File: config.mk
export PLATFORM = sky130hd
export DESIGN_NAME = hke_cell
export DESIGN_NICKNAME = d
export VERILOG_FILES = /design/src/hw/rtl/hke_pkg.sv /design/src/hw/rtl/hke_cell.sv
export SDC_FILE = /design/constraint.sdc
export NUM_CORES = 2
export LEC_CHECK = 0
export BUFFER_PORTS_ARGS = -buffer_cell sky130_fd_sc_hd__buf_2
export CAP_MARGIN = 20
export CORE_MARGIN = 4
export CORE_UTILIZATION = 30
export DETAILED_ROUTE_END_ITERATION = 16
export SLEW_MARGIN = 15
export SYNTH_ARGS = -nofsm -noshare
export SYNTH_HDL_FRONTEND = slang
export SYNTH_SLANG_ARGS = --single-unit
File: constraint.sdc
create_clock -name aclk -period 9.5 [get_ports aclk]
set_input_delay 0.95 -clock aclk [delete_from_list [all_inputs] [get_ports aclk]]
set_output_delay 0.95 -clock aclk [all_outputs]
set_load 0.01 [all_outputs]
File: src/hw/rtl/hke_pkg.sv
// Shared types, constants and corner tables for the Hilbert key encoder.
// No dependencies; used by hke_cell and hilbert_key_encoder_unit.
package hke_pkg;

    localparam int KEY_W = 48;
    localparam int NUM_AXES = 3;
    localparam int NUM_CORNERS = 8;

    typedef enum logic [2:0] {
        REG_DIMENSIONS  = 3'd0,
        REG_LEVEL_COUNT = 3'd1,
        REG_MIN_X       = 3'd2,
        REG_MIN_Y       = 3'd3,
        REG_MIN_Z       = 3'd4,
        REG_MAX_X       = 3'd5,
        REG_MAX_Y       = 3'd6,
        REG_MAX_Z       = 3'd7
    } hke_reg_t;

    // Per-item control that travels down the chain with the coordinates.
    typedef struct packed {
        logic                        valid;
        logic [NUM_CORNERS-1:0][2:0] mask;
        logic [KEY_W-1:0]            key;
    } hke_ctrl_t;

    localparam logic [2:0] SUB1 [2][2] = '{'{3'd0, 3'd1}, '{3'd0, 3'd1}};
    localparam logic [2:0] SUB2 [4][4] = '{
        '{3'd0, 3'd3, 3'd2, 3'd1}, '{3'd0, 3'd1, 3'd2, 3'd3},
        '{3'd0, 3'd1, 3'd2, 3'd3}, '{3'd2, 3'd1, 3'd0, 3'd3}
    };
    localparam logic [2:0] SUB3 [8][8] = '{
        '{3'd0, 3'd7, 3'd4, 3'd3, 3'd2, 3'd5, 3'd6, 3'd1},
        '{3'd0, 3'd1, 3'd6, 3'd7, 3'd4, 3'd5, 3'd2, 3'd3},
        '{3'd0, 3'd1, 3'd2, 3'd3, 3'd4, 3'd5, 3'd6, 3'd7},
        '{3'd6, 3'd1, 3'd0, 3'd7, 3'd4, 3'd3, 3'd2, 3'd5},
        '{3'd2, 3'd5, 3'd4, 3'd3, 3'd0, 3'd7, 3'd6, 3'd1},
        '{3'd0, 3'd1, 3'd2, 3'd3, 3'd4, 3'd5, 3'd6, 3'd7},
        '{3'd4, 3'd5, 3'd2, 3'd3, 3'd0, 3'd1, 3'd6, 3'd7},
        '{3'd6, 3'd1, 3'd2, 3'd5, 3'd4, 3'd3, 3'd0, 3'd7}
    };
    localparam logic [2:0] HIGH1 [2] = '{3'd0, 3'd1};
    localparam logic [2:0] HIGH2 [4] = '{3'd0, 3'd2, 3'd3, 3'd1};
    localparam logic [2:0] HIGH3 [8] = '{3'd0, 3'd4, 3'd5, 3'd1, 3'd3, 3'd7, 3'd6, 3'd2};

    // Corner of the old box paired with chosen corner q to form new corner i.
    function automatic logic [2:0] sub_entry(logic [1:0] dims, logic [2:0] q, logic [2:0] i);
        logic [2:0] r;
        unique case (dims)
            2'd1:    r = SUB1[q[0]][i[0]];
            2'd2:    r = SUB2[q[1:0]][i[1:0]];
            2'd3:    r = SUB3[q][i];
            default: r = 3'd0;
        endcase
        return r;
    endfunction

    // Axes of initial corner i that take the upper bound.
    function automatic logic [2:0] high_mask(logic [1:0] dims, logic [2:0] i);
        logic [2:0] r;
        unique case (dims)
            2'd1:    r = HIGH1[i[0]];
            2'd2:    r = HIGH2[i[1:0]];
            2'd3:    r = HIGH3[i];
            default: r = 3'd0;
        endcase
        return r;
    endfunction

endpackage

File: src/hw/rtl/hke_cell.sv
// One refinement level: nearest corner pick, key digit, sub-box update.
// Depends on hke_pkg.
module hke_cell #(
    parameter int VW        = 48,
    parameter int LEVEL_IDX = 0
) (
    input  logic                  aclk,
    input  logic                  aresetn,
    input  logic                  en,
    input  logic [1:0]            dims,
    input  logic [4:0]            levels,
    input  hke_pkg::hke_ctrl_t    ctrl_in,
    input  logic [2:0][VW-1:0]    pt_in,
    input  logic [2:0][VW-1:0]    lo_in,
    input  logic [2:0][VW-1:0]    hi_in,
    output hke_pkg::hke_ctrl_t    ctrl_reg,
    output logic [2:0][VW-1:0]    pt_reg,
    output logic [2:0][VW-1:0]    lo_reg,
    output logic [2:0][VW-1:0]    hi_reg
);

    logic               active;
    logic [3:0]         n_val;
    logic [2:0][VW:0]   dl, dh, dlo, dhi;
    logic [2:0]         ok_lo, ok_hi;
    logic [7:0]         hit;
    logic [2:0]         q;
    logic [2:0]         mq, jj;
    logic [2:0][VW-1:0] vv, ww;
    logic [2:0][VW:0]   sum;
    hke_pkg::hke_ctrl_t ctrl_next;
    logic [2:0][VW-1:0] lo_next, hi_next;

    assign active = (5'(LEVEL_IDX) < levels) && (dims != 2'd0);
    assign n_val  = 4'd1 << dims;

    always_comb begin
        for (int a = 0; a < 3; a++) begin
            dlo[a]   = {pt_in[a][VW-1], pt_in[a]} - {lo_in[a][VW-1], lo_in[a]};
            dhi[a]   = {pt_in[a][VW-1], pt_in[a]} - {hi_in[a][VW-1], hi_in[a]};
            dl[a]    = dlo[a][VW] ? -dlo[a] : dlo[a];
            dh[a]    = dhi[a][VW] ? -dhi[a] : dhi[a];
            ok_lo[a] = dl[a] <= dh[a];
            ok_hi[a] = dh[a] <= dl[a];
        end
        for (int i = 0; i < 8; i++) begin
            hit[i] = 4'(i) < n_val;
            for (int a = 0; a < 3; a++) begin
                if (2'(a) < dims && !(ctrl_in.mask[i][a] ? ok_hi[a] : ok_lo[a])) begin
                    hit[i] = 1'b0;
                end
            end
        end
        // lowest corner index wins a tie
        q = 3'd0;
        for (int i = 7; i >= 0; i--) begin
            if (hit[i]) begin
                q = 3'(i);
            end
        end
        mq = ctrl_in.mask[q];
        for (int a = 0; a < 3; a++) begin
            vv[a]  = mq[a] ? hi_in[a] : lo_in[a];
            ww[a]  = mq[a] ? lo_in[a] : hi_in[a];
            sum[a] = {vv[a][VW-1], vv[a]} + {ww[a][VW-1], ww[a]};
        end
        ctrl_next = ctrl_in;
        lo_next   = lo_in;
        hi_next   = hi_in;
        jj        = 3'd0;
        if (active) begin
            for (int a = 0; a < 3; a++) begin
                lo_next[a] = vv[a];
                hi_next[a] = sum[a][VW:1];
            end
            for (int i = 0; i < 8; i++) begin
                jj = hke_pkg::sub_entry(dims, q, 3'(i)) & 3'(n_val - 4'd1);
                ctrl_next.mask[i] = ctrl_in.mask[jj] ^ mq;
            end
            ctrl_next.key = (ctrl_in.key << dims) | hke_pkg::KEY_W'(q);
        end
    end

    always_ff @(posedge aclk) begin
        if (!aresetn) begin
            ctrl_reg.valid <= 1'b0;
        end else if (en) begin
            ctrl_reg.valid <= ctrl_next.valid;
        end
        if (en) begin
            ctrl_reg.mask <= ctrl_next.mask;
            ctrl_reg.key  <= ctrl_next.key;
            pt_reg        <= pt_in;
            lo_reg        <= lo_next;
            hi_reg        <= hi_next;
        end
    end

endmodule

==> results by group <==
Outcome
  – Status: finished, final reports clean

Timing
  – Max Clk Rate: 0.109 GHz
  – Setup Total Neg Slack: 0 ns
  – Clock period minus worst slack: 9.14 ns
  – Fin crit share: 0.963
  – Worst setup margin: 0.355 ns
  – Final hold violations: 0
  – Slew headroom: 0.307
  – Final setup fails: 0
  – Fin. max-slew vios: 0
  – Worst Skew: 0 ns
  – Worst-margin pin slew: 1.03 ns

Global route
  – Number of global-route vias before repair: 59,100
  – Antenna violations before repair: 77
  – Gr ovfl total: 0
  – First-pass GRT wire length: 372,000 um
  – Largest net degree at the start of global routing: 146
  – Total Routing Usage GR: 0.251

Pwr
  – Peak supply drop: 0.192 mV
  – Power Density: 206 nW/um^2
  – Leak: 35.2 nW
  – Total power: 15.7 mW

Floorplanning
  – Vert. Die Dim: 441 um
  – Row count: 158
  – # IOs: 1,020
  – Die Footprint: 194,000 um^2
  – Die W: 441 um
  – Starting density of the core: 0.302
  – Core Box Area: 186,000 um^2

Setup path
  – Crit-path most repeated cell: buf_4
  – CP top delay family: compound AO/OA/AOI/OAI gates
  – Worst Path Buf+Inv: 16
  – CP Class: in2reg
  – Worst Path Arrival: 9.56 ns
  – CP Data Required Time: 9.91 ns
  – CP Max Fanout: 8
  – CP endpoint kind: flop
  – CP peak stage delay: 0.41 ns
  – Slowest cell on the critical path: or3_4
  – Flop2flop setup slack: 8.91 ns
  – Critical Path Source Type: input port

CTS
  – Clk_lat worst skew: 0.68 ns
  – Clock-pin slew of the registers on the worst-case setup and hold paths: 0.06 ns
  – CTS Root Cell: clkbuf_16
  – CTS Buf Count: 69
  – H-tree depth: 3
  – Max clock buf depth: 3
  – CTS tree: done
  – CTS Sinks: 505

Placement
  – PortBufs: 1,019
  – Inst Count DP: 11,200
  – Final HPWL DP: 216,000 um
  – Routability cong.: 0.979
  – Pre-CTS WS: -1.01 ns
  – Placement Cell Area: 72,900 um^2

Finish
  – Area growth from synthesis to layout: 36.1%
  – Share of cells above drive strength 1: 0.295
  – Non-Filler Instances: 11,400
  – Final Instance Area: 76,400 um^2
  – # nets final: 9,939
  – Fillcell total: 18,800

Routing
  – ANT nets after route: 0
  – Vias per cell: 5.34
  – Wire per inst: 22.6 um
  – Final WL: 258,000 um
  – First-pass DRT Iterations: 8
  – Remaining DRCs: 0
  – Total number of vias: 60,900
  – Initial DRC Count: 4,575

Synth
  – Mapped Cells: 6,745
  – Post-synthesis async set-or-reset flop share: 0
  – Synth Flop Type: edfxtp_1
  – Yosys Warn Count: 0
  – Post-synth top cells: 588 x ha_1, 581 x o21ai_0, 573 x nand2_1
  – Synth area leaders: edfxtp_1 27%, ha_1 13%, xnor2_1 6.0%
  – Post-synthesis sequential area ratio: 0.270
  – Post-synth top area cell: edfxtp_1
  – Synth Register Bits: 505
  – Cell variety after synth: 104
  – Mapped cell area: 56,100 um^2
  – Syn Nets: 7,857
  – Yosys top cell area share: 0.270
  – Avg Inst Size Synth: 8.32 um^2
  – EDFF count, synth: 504
  – Most numerous cell in the Yosys netlist: ha_1

Worst hold path
  – Worst min path class: in2reg

Flow run
  – Max-Cap Viols: 0
==> report_power, final <==
| group | internal [mW] | total [mW] | switching [mW] |
|---|---|---|---|
| clock | 1.70 | 2.83 | 1.14 |
| sequential | 3.23 | 3.45 | 0.218 |
| combinational | 4.14 | 9.42 | 5.28 |
| total | 9.07 | 15.7 | 6.63 |
==> routing by layer <==
layer | share of wire | vias up | GRT usage
met5 | 0.00033 | - | 0
li1 | - | 29200 | -
met1 | 0.40 | 29200 | 0.301
met3 | 0.054 | 428 | 0.0315
met4 | 0.054 | 12 | 0.122
met2 | 0.49 | 2141 | 0.443
==> worst register-to-register path, stage by stage (launching register included) <==
cell	delay, ns
dfxtp_1	0.31
mux2i_1	0.12
nor2b_1	0.06
==> stage by stage <==
step | hold slack, ns | utilization
finish | 0.484 | 0.411
global route | 0.452 | 0.411
CTS | 0.406 | 0.406
detailed placement | 0.508 | 0.393
global placement | 0.490 | 0.393
floorplan | 0.538 | -
==> path summary, 6_finish.rpt <==
| path | startpoint | to | cells past startpoint |
|---|---|---|---|
| worst max-delay path | pt_in[48] | ctrl_reg[68] | 49 |
| worst min-delay path | aresetn | ctrl_reg[72] | 2 |
| worst max register to register | ctrl_reg[72] | ctrl_reg[72] | 2 |
| worst min register to register | ctrl_reg[72] | ctrl_reg[72] | 2 |
==> cell type report <==
| cell class | count | area, um^2 | share of cell area |
|---|---|---|---|
| diodes | 43 | 108 | 0.00141 |
| clock buffers | 85 | 1850 | 0.0242 |
| clock inverters | 39 | 532 | 0.00696 |
| inverters | 489 | 1840 | 0.0240 |
| multi-input cells | 5523 | 39000 | 0.511 |
| flip-flops and latches | 505 | 15200 | 0.198 |
| well taps | 2480 | 3100 | 0.0406 |
| repair buffers | 2239 | 14800 | 0.193 |
==> what timing repair did <==
item,CTS,global route
endpoints found under the setup margin,160,169
buffers inserted,0,16
gates resized for setup,20,153
cloned,0,2
pin swaps,0,52
hold buffers,0,0
==> kinds of logic after synthesis <==
| group | share of synthesized area |
|---|---|
| AOI/OAI and AO/OA | 0.250 |
| and+or+nand+nor | 0.170 |
| buffers and inverters | 0.0496 |
| xor gates and xnor gates | 0.101 |
| adders and majority gates | 0.134 |
| DFF | 0.270 |
| muxes | 0.0254 |
==> cell usage in the layout, fill, tap and decap left out, types with 35 or more instances in the layout <==
master and instances:
a211oi_1 79, a21o_1 264, a21oi_1 556, a31oi_1 66, and2_1 46, and3_1 55, buf_12 35, buf_2 1018
buf_4 1180, clkbuf_16 74, diode_2 43, edfxtp_1 504, ha_1 586, inv_1 488, mux2i_1 101, nand2_1 569
nand2b_1 71, nand3_1 282, nand4_1 75, nor2_1 377, nor2b_1 67, nor3_1 112, o211ai_1 46, o21a_1 54
o21ai_0 566, o21ai_1 72, o21bai_1 76, o31ai_1 48, or2_2 36, or3_1 47, xnor2_1 382, xor2_1 261
(Power assumes the default switching activity.)
